--- src/rtl/tlpq_pkg.sv ---
// Package: shared types, codes and helpers of the three-level priority queue.
package tlpq_pkg;

  localparam int unsigned QueueDepthDefault = 16;
  localparam int unsigned IdW  = 31;
  localparam int unsigned LvlW = 2;
  localparam int unsigned OccW = 5;

  localparam logic [LvlW-1:0] LvlGeneral = 2'd0;
  localparam logic [LvlW-1:0] LvlSenior  = 2'd1;
  localparam logic [LvlW-1:0] LvlVip     = 2'd2;
  localparam logic [LvlW-1:0] LvlUnused  = 2'd3;

  typedef enum logic [0:0] {
    FuncEnq = 1'b0,
    FuncDeq = 1'b1
  } func_e;

  typedef enum logic [1:0] {
    StEnqueued = 2'd0,
    StFull     = 2'd1,
    StServed   = 2'd2,
    StEmpty    = 2'd3
  } status_e;

  typedef struct packed {
    logic [IdW-1:0]  id;
    logic [LvlW-1:0] level;
  } entry_t;

  // Per-cycle command broadcast to every cell.
  typedef struct packed {
    logic   enq;   // insert ent at its sorted place
    logic   deq;   // shift toward the head
    entry_t ent;
  } cell_ctrl_t;

  // Unused level code counts as senior.
  function automatic logic [LvlW-1:0] decode_level(input logic [LvlW-1:0] code);
    logic [LvlW-1:0] lvl;
    lvl = (code == LvlUnused) ? LvlSenior : code;
    return lvl;
  endfunction

endpackage

--- src/rtl/tlpq_cell.sv ---
// One storage cell of the sorted queue chain.
module tlpq_cell (
  input  logic                clk_i,
  input  tlpq_pkg::cell_ctrl_t ctrl_i,
  input  logic                occ_i,       // cell holds a live entry
  input  logic                prev_ins_i,  // neighbor toward head shifts down
  input  tlpq_pkg::entry_t    prev_i,
  input  tlpq_pkg::entry_t    next_i,
  output logic                ins_o,       // new entry lands here or closer to head
  output tlpq_pkg::entry_t    entry_o
);
  import tlpq_pkg::*;

  entry_t entry_q, entry_d;

  // Sorted by level: first free or lower-level cell is the insert point.
  assign ins_o = !occ_i || (entry_q.level < ctrl_i.ent.level);

  always_comb begin
    entry_d = entry_q;
    if (ctrl_i.enq) begin
      if (prev_ins_i) begin
        entry_d = prev_i;
      end else if (ins_o) begin
        entry_d = ctrl_i.ent;
      end
    end else if (ctrl_i.deq) begin
      entry_d = next_i;
    end
  end

  always_ff @(posedge clk_i) begin
    entry_q <= entry_d;
  end

  assign entry_o = entry_q;

endmodule

--- src/rtl/three_level_priority_queue_top.sv ---
// Top level: three-level stable priority queue built as a chain of cells.
// The result of an accepted input transaction is on the output register in the cycle after it.
// Throughput: one transaction per cycle unless the result channel stalls; every cell
//   compares against the new level in parallel and moves one position, so no item waits.
// Reset (rst_ni low, asynchronous): queue empty, no result pending; cell
//   contents are not cleared, only positions below the count are ever read.
module three_level_priority_queue_top #(
  parameter int unsigned QUEUE_DEPTH = tlpq_pkg::QueueDepthDefault
) (
  input  logic        clk_i,
  input  logic        rst_ni,
  // input channel
  input  logic        s_axis_tvalid,
  output logic        s_axis_tready,
  input  logic [39:0] s_axis_tdata,   // [30:0] passenger_id, [32:31] passenger_level, zero pad
  input  logic [0:0]  s_axis_tuser,   // [0] func
  // result channel
  output logic        m_axis_tvalid,
  input  logic        m_axis_tready,
  output logic [39:0] m_axis_tdata,   // [30:0] served_id, [32:31] served_level,
                                      // [37:33] occupancy, zero pad
  output logic [1:0]  m_axis_tuser    // [1:0] status
);
  import tlpq_pkg::*;

  localparam int unsigned CntW = $clog2(QUEUE_DEPTH + 1);
  localparam logic [CntW-1:0] DepthC = CntW'(QUEUE_DEPTH);

  // ---------------------------------------------------------------------
  // Handshake: the output register frees as it is taken, so a new
  // transaction is accepted in the same cycle as the result leaves.
  // ---------------------------------------------------------------------
  logic in_fire;
  logic out_valid_q;

  assign s_axis_tready = !out_valid_q || m_axis_tready;
  assign in_fire       = s_axis_tvalid && s_axis_tready;

  // Unpack the input transaction.
  func_e           func;
  logic [IdW-1:0]  in_id;
  logic [LvlW-1:0] in_lvl;

  assign func   = func_e'(s_axis_tuser[0]);
  assign in_id  = s_axis_tdata[IdW-1:0];
  assign in_lvl = decode_level(s_axis_tdata[IdW+LvlW-1:IdW]);

  // ---------------------------------------------------------------------
  // Occupancy and command decode
  // ---------------------------------------------------------------------
  logic [CntW-1:0] count_q, count_d;
  logic            full, empty;
  cell_ctrl_t      ctrl;

  assign full  = (count_q == DepthC);
  assign empty = (count_q == '0);

  assign ctrl.enq       = in_fire && (func == FuncEnq) && !full;
  assign ctrl.deq       = in_fire && (func == FuncDeq) && !empty;
  assign ctrl.ent.id    = in_id;
  assign ctrl.ent.level = in_lvl;

  always_comb begin
    count_d = count_q;
    if (ctrl.enq) begin
      count_d = count_q + CntW'(1);
    end else if (ctrl.deq) begin
      count_d = count_q - CntW'(1);
    end
  end

  // ---------------------------------------------------------------------
  // Cell chain: cell 0 is the head.
  // ---------------------------------------------------------------------
  entry_t cell_ent [QUEUE_DEPTH];
  logic   cell_ins [QUEUE_DEPTH];

  for (genvar gi = 0; gi < QUEUE_DEPTH; gi++) begin : g_cell
    localparam logic [CntW-1:0] Idx = CntW'(gi);
    logic   prev_ins;
    entry_t prev_ent;
    entry_t next_ent;

    if (gi == 0) begin : g_head
      assign prev_ins = 1'b0;
      assign prev_ent = cell_ent[gi];
    end else begin : g_body
      assign prev_ins = cell_ins[gi-1];
      assign prev_ent = cell_ent[gi-1];
    end

    if (gi == QUEUE_DEPTH - 1) begin : g_tail
      assign next_ent = cell_ent[gi];   // tail keeps stale data, now unoccupied
    end else begin : g_link
      assign next_ent = cell_ent[gi+1];
    end

    tlpq_cell u_cell (
      .clk_i      (clk_i),
      .ctrl_i     (ctrl),
      .occ_i      (count_q > Idx),
      .prev_ins_i (prev_ins),
      .prev_i     (prev_ent),
      .next_i     (next_ent),
      .ins_o      (cell_ins[gi]),
      .entry_o    (cell_ent[gi])
    );
  end

  // ---------------------------------------------------------------------
  // Result register
  // ---------------------------------------------------------------------
  status_e         status_d, status_q;
  logic [IdW-1:0]  sid_d, sid_q;
  logic [LvlW-1:0] slvl_d, slvl_q;
  logic [OccW-1:0] occ_d, occ_q;

  always_comb begin
    sid_d  = '0;
    slvl_d = '0;
    if (func == FuncEnq) begin
      status_d = full ? StFull : StEnqueued;
    end else if (empty) begin
      status_d = StEmpty;
    end else begin
      status_d = StServed;
      sid_d    = cell_ent[0].id;
      slvl_d   = cell_ent[0].level;
    end
  end

  // count may be narrower or wider than the occupancy field
  if (CntW >= OccW) begin : g_occ_trunc
    assign occ_d = count_d[OccW-1:0];
  end else begin : g_occ_pad
    assign occ_d = {{(OccW-CntW){1'b0}}, count_d};
  end

  always_ff @(posedge clk_i or negedge rst_ni) begin
    if (!rst_ni) begin
      count_q     <= '0;
      out_valid_q <= 1'b0;
    end else begin
      count_q <= count_d;
      if (in_fire) begin
        out_valid_q <= 1'b1;
      end else if (m_axis_tready) begin
        out_valid_q <= 1'b0;
      end
    end
  end

  always_ff @(posedge clk_i) begin
    if (in_fire) begin
      status_q <= status_d;
      sid_q    <= sid_d;
      slvl_q   <= slvl_d;
      occ_q    <= occ_d;
    end
  end

  assign m_axis_tvalid = out_valid_q;
  assign m_axis_tuser  = status_q;
  assign m_axis_tdata  = {2'b00, occ_q, slvl_q, sid_q};

`ifndef SYNTHESIS
  a_count_bound: assert property (@(posedge clk_i) disable iff (!rst_ni)
    count_q <= DepthC)
    else $error("occupancy beyond queue depth");

  a_enq_grows: assert property (@(posedge clk_i) disable iff (!rst_ni)
    (in_fire && (func == FuncEnq) && !full) |=> (count_q == $past(count_q) + CntW'(1)))
    else $error("enqueue did not add an entry");

  a_empty_deq: assert property (@(posedge clk_i) disable iff (!rst_ni)
    (in_fire && (func == FuncDeq) && empty) |=> (m_axis_tvalid && m_axis_tuser == StEmpty))
    else $error("dequeue from empty queue not reported");

  a_full_drop: assert property (@(posedge clk_i) disable iff (!rst_ni)
    (in_fire && (func == FuncEnq) && full) |=> (count_q == DepthC && m_axis_tuser == StFull))
    else $error("enqueue into full queue not dropped");
`endif

endmodule
--- config.mk ---
export PLATFORM = sky130hd
export DESIGN_NAME = three_level_priority_queue_top
export DESIGN_NICKNAME = d
export VERILOG_FILES = /design/src/rtl/tlpq_pkg.sv /design/src/rtl/tlpq_cell.sv /design/src/rtl/three_level_priority_queue_top.sv
export SDC_FILE = /design/constraint.sdc
export NUM_CORES = 1
export LEC_CHECK = 0
export BUFFER_PORTS_ARGS = -buffer_cell sky130_fd_sc_hd__buf_2
export CORE_MARGIN = 3
export CORE_UTILIZATION = 35
export CTS_BUF_LIST = sky130_fd_sc_hd__clkbuf_8
export CTS_CLUSTER_DIAMETER = 200
export DETAILED_ROUTE_END_ITERATION = 8
export PLACE_DENSITY = 0.58
export SETUP_SLACK_MARGIN = 0.02
export SYNTH_ARGS = -nofsm -noshare
export SYNTH_HDL_FRONTEND = slang
export SYNTH_HIERARCHICAL = 1
export SYNTH_SLANG_ARGS = --single-unit
export TNS_END_PERCENT = 30
--- constraint.sdc ---
create_clock -name clk_i -period 3.5 [get_ports clk_i]
set_input_delay 0.7 -clock clk_i [delete_from_list [all_inputs] [get_ports clk_i]]
set_output_delay 0.7 -clock clk_i [all_outputs]
set_load 0.01 [all_outputs]
# Word-level counts from Yosys, hierarchy flattened
# Index checks and enable logic that the tools add are counted.
[word_totals]
reg_bits = 574
inputBits = 45
out_inout_bits = 44
wordCells = 221
[op_classes]
n_addsub = 2
n_lt_le_gt_ge = 32
eq_ne = 17
n_mux = 69
bitwise_logic = 1
n_reduce_logical = 62
[op_table]
columns = ["cell", "count"]
rows = [
  ["$mux W33", 61],
  ["$ne A3 B1 Y1 const B", 14],
  ["$gt A5 B4 Y1 const B", 8],
  ["$lt A2 B2 Y1", 16],
  ["$reduce_and A2 Y1", 16],
  ["$gt A5 B3 Y1 const B", 4],
  ["$logic_not A1 Y1", 19],
  ["$logic_or A1 B1 Y1", 17],
  ["$gt A5 B1 Y1 const B", 2],
  ["$gt A5 B2 Y1 const B", 2],
  ["$mux W5", 2],
  ["$reduce_bool A2 Y1", 3],
  ["$add A5 B1 Y5 const B", 1],
  ["$eq A5 B5 Y1 const B", 1],
  ["$logic_and A1 B1 Y1", 5],
  ["$logic_not A5 Y1", 1],
  ["$sub A5 B1 Y5 const B", 1],
  ["$mux W1", 4],
  ["$mux W2", 2],
  ["$eq A2 B2 Y1 const B", 1],
  ["$ne A2 B1 Y1 const B", 1],
  ["$reduce_or A2 Y1", 1],
  ["$not A1 Y1", 1],
]

# Longest topological paths before layout
# Gate-level depths: netlist (run 1).
[depth]
word_depth = 7
mapped_depth = 11
mapped_depth_nobuf = 7

# Cells and area by module
# The synthesis (run 1) kept the hierarchy.
[by_module_without_submodules]
columns = ["mod", "instances", "cells_per_inst", "area_each_um2", "seq_area_each_um2"]
rows = [
  ["tlpq_cell", 16, 151, 1771.7, 991.0],
  ["three_level_priority_queue_top", 1, 174, 2134.5, 1351.3],
]

# Least setup slack after synthesis (run 1)
# OpenSTA, ideal clock, no wires.
[synth_path]
path_kind = "in2reg"
from = "input port s_axis_tdata[32]"
to = "register g_cell[2].u_cell.entry_q, in the netlist g_cell[2].u_cell/entry_o[0], enable pin"
setup_time_ns = 0.395
arrival_ns = 3.493
required_time_ns = 3.105
slack_ns = -0.388
stages = 7
path_buffers = 1
cell_sequence = "nor2b_1 inv_1 ha_1 a21oi_1 nand2b_1 buf_6 o32a_1"
[synth_lines]
columns = ["element", "line", "source"]
rows = [
  ["start: declaration", "three_level_priority_queue_top.sv:15", "input logic [39:0] s_axis_tdata,"],
  ["end signal: assignment", "tlpq_cell.sv:33", "entry_q <= entry_d;"],
  ["end: declaration", "tlpq_cell.sv:14", "entry_t entry_q, entry_d;"],
]

==> results.md, run 1 <==
- Status: completed
- Vias per cell: 4.848
- Routability congestion estimate: 0.7840
- Worst min-delay path class: in2async
- Area occupied by multi-input gates: 11340 sq um
- Crit Path Class: reg2reg
- Die Area: 90650 sq um
- Wire per inst: 16.48 um
- Die X: 301.1 um
- Area of the mapped netlist: 30480 sq um
- Die H: 301.1 um
- # rows: 107
- Crit path max-delay cell type: dfrtp_1
- I/O pin count: 89
- DRT Wirelength: 63600 um
- Max stage delay on crit path: 0.55 ns
- Sequential Area: 17210 sq um
- Worst r2r src: count_q[1]
- Flop-to-flop setup slack: 0.27 ns
- Post-layout instance area: 32960 sq um
- Max_cap viols: 0
- Worst r2r dst: g_cell[14].u_cell/entry_o[28]
- CP Capture Type: flip-flop
- Layout cells sized above 1: 11.62%
- Period utilization: 92.35%
- Clock H-tree levels: 3
- Cells after Synth: 2589
- Clock transition at path regs: 0.06 ns
- Total Routing Usage GR: 13.84%
- Final Hold Fails: 0
- CTS Buffer Depth: 3
- R2R depth: 10
- Power per cell area: 660.2 nW/um^2
- Largest net degree at the start of global routing: 198
- Fill cells: 8244
- Initial antenna violation count: 6
- First-pass GRT wire length: 103100 um
- Crit-path cells: inv_1 > ha_1 > or3b_4 > o211ai_1 > buf_4 > inv_8 > buf_12 > buf_4 > nor2_1 > a21oi_1
- Setup_tns: 0 ns
- DP Wirelength: 45920 um
- Slew Limit Fails: 0
- Req. time, crit path: 4.02 ns
- Final Power: 21.76 mW
- Synthesis Warnings: 6
- CORE AREA: 85820 sq um
- Detailed Routing Iterations Pass 1: 5
- GRT overflow: 0
- Final net count: 2711
- Number of routed nets with antenna violations: 0
- Crit path capture: g_cell[14].u_cell/entry_o[28]
- Post-CTS Resized: 0
- Via count: 18713
- Final Critical Period: 3.232 ns
- CTS tree: yes
- Most used cell, CP: buf_4
- IO Port Bufs: 79
- Worst-Skew Late Latency: 0.69 ns
- DRC violation total after the first TritonRoute iteration: 1322
- DRC viols: 0
- Met3 usage: 2.599%
- Synth-to-Final Area Change: 8.150%
- Met2 Use GR: 21.65%
- Final core occ: 38.41%
- Cell Area, Placed: 31260 sq um
- Worst-Margin Slew: 0.8744 ns
- GRT busiest layer: met2
- Initial Util: 35.51%
- Layout Skew: 0.03100 ns
- Setup crit start kind: flip-flop
- CTS sink count: 574
- Clk root buf: clkbuf_8
- Final setup viols: 0
- Mean Syn Cell Area: 11.77 sq um
- GRT met1 Usage: 19.32%
- CTS Buf Count: 93
- Crit path from: count_q[1]
- Vias in the first global route: 18484
- Worst rel slew slack: 41.71%
- Worst VDD drop: 0.3289 mV
- Unrepaired setup endpoints after global routing: false
- P_leak: 13.47 nW
- Crit path DAT: 3.75 ns
- Crit path max fanout: 117
- Max frequency: 309.4 MHz
how the worst min path moves through the flow:
stage	start	end	slack [ns]
floorplan	rst_ni	count_q[0]	0.40
global placement	rst_ni	m_axis_tvalid	0.57
detailed placement	rst_ni	m_axis_tvalid	0.57
CTS	rst_ni	m_axis_tvalid	0.34
global route	rst_ni	m_axis_tvalid	0.38
finish	rst_ni	m_axis_tvalid	0.40
repair_timing:
action / 4_1_cts / 5_1_grt
endpoints found under the setup margin: 0 / 0
endpoints found under the hold margin: 6 / 0
buffers inserted: 0 / 0
hold buffers: 1 / 0
worst max-delay path: cells and delay by family (launching register included):
| family | cells | cell delay, ns |
|---|---|---|
| adder cells (fa/ha/maj) | 1 | 0.25 |
| AO/OA/AOI/OAI | 2 | 0.23 |
| flip-flops | 1 | 0.55 |
| buffers and inverters | 5 | 1.52 |
| AND/OR/NAND/NOR | 2 | 0.34 |
placed cells by master (no fill, tap or decap), types with 2 or more instances in the layout:
master and count:
edfxtp_1 568, a21oi_1 545, nor2_1 534, mux2i_1 528, clkbuf_8 95, buf_2 79, buf_4 76, inv_1 51
and3_1 34, nand2_1 26, clkinv_1 23, ha_1 22, nand2b_1 18, o32a_2 16, nand2b_2 15, o21ai_0 11
buf_12 11, diode_2 6, dfrtp_1 6, clkinv_2 5, xnor2_1 4, nand3_1 4, inv_6 4, o211ai_1 3
conb_1 3, bufinv_16 3, nor2b_1 2, inv_8 2, nand4_1 2, or3_1 2, a211oi_1 2, clkinvlp_4 2
registers in the layout, summed over array words and instances, names as in the netlist:
| signal | cells |
|---|---|
| slvl_q | 2 |
| sid_q | 31 |
| g_cell.u_cell/entry_o | 528 |
| m_axis_tuser | 2 |
| count_q | 5 |
| occ_q | 5 |
| m_axis_tvalid | 1 |
layout make-up:
| class | instances | share of cell area, % |
|---|---|---|
| Multi-Input combinational cell | 1784 | 34.40 |
| Clock buffer | 95 | 3.967 |
| Tap cell | 1144 | 4.343 |
| Sequential cell | 574 | 52.21 |
| Clock inverter | 66 | 1.116 |
| Timing Repair Buffer | 167 | 3.629 |
| Inverter | 24 | 0.2961 |
| Antenna cell | 6 | 0.04555 |
metal layers:
layer | part of all wire (%) | vias up
met4 | 2.2 | 6
met1 | 49 | 8597
met3 | 4.9 | 98
met2 | 44 | 341
li1 | - | 9671
met5 | 0.064 | -
per-stage QoR:
| step | hold WS, ns | instances | setup WS, ns |
|---|---|---|---|
| 4_1_cts | 0.3384 | 3854 | 0.3551 |
| 2_1_floorplan | 0.4044 | 2591 | 0.02454 |
| 3_3_place_gp | 0.5660 | 3692 | 0.4448 |
| 5_1_grt | 0.3756 | 3859 | 0.09397 |
| 3_5_place_dp | 0.5651 | 3692 | 0.3631 |
| 6_report | 0.3968 | 3860 | 0.2678 |
power breakdown:
part / switching (mW) / internal [mW]
registers: 0.577 / 8.96
logic: 3.91 / 2.89
clock network: 2.68 / 2.74
total: 7.17 / 14.6
Power figures use the tool's default switching activity.
==> run 2: changes to the inputs <==
- REMOVE_ABC_BUFFERS: default -> 1
==> results.md, run 2 (same netlist as run 1, synthesis figures left out) <==
- Clock H-tree levels: 3
- DRT Wirelength: 64740 um
- Detailed Routing Iterations Pass 1: 5
- Max reg flops: 528
- Initial Util: 35.51%
- Setup crit start kind: flip-flop
- Fin Hold WS: 0.3214 ns
- Cell Area, Placed: 30920 sq um
- Worst-Skew Late Latency: 0.67 ns
- Synth-to-Final Area Change: 6.684%
- I/O pin count: 89
- CP Capture Type: flip-flop
- Routability congestion estimate: 0.8109
- CTS tree: yes
- Dpl cells: 3648
- Commonest non-fill, non-tap cell in the layout: edfxtp_1
- Crit path DAT: 3.60 ns
- Max_cap viols: 0
- Status: completed
- Commonest cells after routing, fill and taps aside: edfxtp_1, a21oi_1, nor2_1, mux2i_1, clkbuf_8
- DRC violation total after the first TritonRoute iteration: 1399
- Largest net degree at the start of global routing: 142
- Slew Limit Fails: 0
- Final core occ: 37.89%
- Worst hold stages: 2
- CORE AREA: 85820 sq um
- Via count: 18923
- Setup_tns: 0 ns
- CTS Buf Count: 92
- Worst min-delay path class: in2reg
- # Post-CTS Setup Buffers: 0
- Crit path max fanout: 141
- Max frequency: 309.6 MHz
- CTS sink count: 574
- R2R depth: 9
- Period utilization: 92.29%
- Worst rel slew slack: 32.58%
- IO Port Bufs: 79
- DP Wirelength: 43340 um
- Die X: 301.1 um
- Layout Skew: 0.01561 ns
- Post-place setup slack: 0.2763 ns
- Post-CTS Resized: 0
- Worst Slack Setup Final: 0.2699 ns
- GRT overflow: 0
- Final setup viols: 0
- Clock transition at path regs: 0.06 ns
- First-pass GRT wire length: 104300 um
- P_leak: 13.21 nW
- Final Hold Fails: 0
- Die Area: 90650 sq um
- Layout cells sized above 1: 10.04%
- Final Critical Period: 3.230 ns
- Worst-Margin Slew: 1.011 ns
- Wire per inst: 16.97 um
- Vias in the first global route: 18717
- Req. time, crit path: 3.87 ns
- Worst VDD drop: 0.4136 mV
- Clk root buf: clkbuf_8
- Post-layout instance area: 32510 sq um
- Unrepaired setup endpoints after global routing: true
- Vias per cell: 4.959
- Final net count: 2666
- Number of routed nets with antenna violations: 0
- Initial antenna violation count: 6
- CTS Buffer Depth: 3
- Non-filler cells, final: 3816
- Final Power: 21.40 mW
- Die H: 301.1 um
- Power per cell area: 658.3 nW/um^2
- DRC viols: 0
- Total Routing Usage GR: 14.04%
- Crit Path Class: reg2reg
- # rows: 107
## run 2: what timing repair did
action                                 CTS  global route
endpoints found under the hold margin    6             0
hold buffers                             1             0
setup endpoints to repair                0             6
## run 2: critical path: stages (launching register included)
cell and delay [ns]:
dfrtp_1 0.53, inv_1 0.17, ha_1 0.23, or3b_4 0.26, o211ai_1 0.08, buf_4 0.19
inv_8 0.36, buf_12 0.32, buf_12 0.47, a21oi_1 0.15
## run 2: final cells by class
cell class | instances | area, sq um
well taps | 1144 | 1431
diodes | 3 | 7.507
inverters | 24 | 97.59
fillers | 8317 | 53300
clock inverters | 71 | 299.0
clock buffers | 93 | 1280
repair buffers | 123 | 853.3
multi-input cells | 1784 | 11340
flip-flops and latches | 574 | 17210
## run 2: power by group
| group | internal, mW | total [mW] | switching, mW |
|---|---|---|---|
| Clock | 2.47 | 5.11 | 2.64 |
| Combinational | 2.77 | 6.76 | 3.99 |
| Sequential | 8.98 | 9.54 | 0.559 |
| Total | 14.2 | 21.4 | 7.19 |
## run 2: final timing paths
kind	from	to	slack, ns
hold / removal	s_axis_tvalid	m_axis_tvalid	0.32
max in group asynchronous	rst_ni	count_q[1]	2.95
hold reg to reg	g_cell[14].u_cell/entry_o[24]	g_cell[13].u_cell/entry_o[24]	0.59
setup / recovery	count_q[1]	g_cell[15].u_cell/entry_o[27]	0.27
setup reg to reg	count_q[1]	g_cell[15].u_cell/entry_o[27]	0.27
min in group asynchronous	rst_ni	count_q[2]	0.39
## run 2: per-layer routing
| layer | wire length (um) | share of wire (%) | track usage [%] |
|---|---|---|---|
| met1 | 32360 | 50 | 20.50 |
| met2 | 28480 | 44 | 21.65 |
| met3 | 2601 | 4.0 | 1.814 |
| met4 | 1297 | 2.0 | 4.428 |
| met5 | 0 | 0 | 0 |
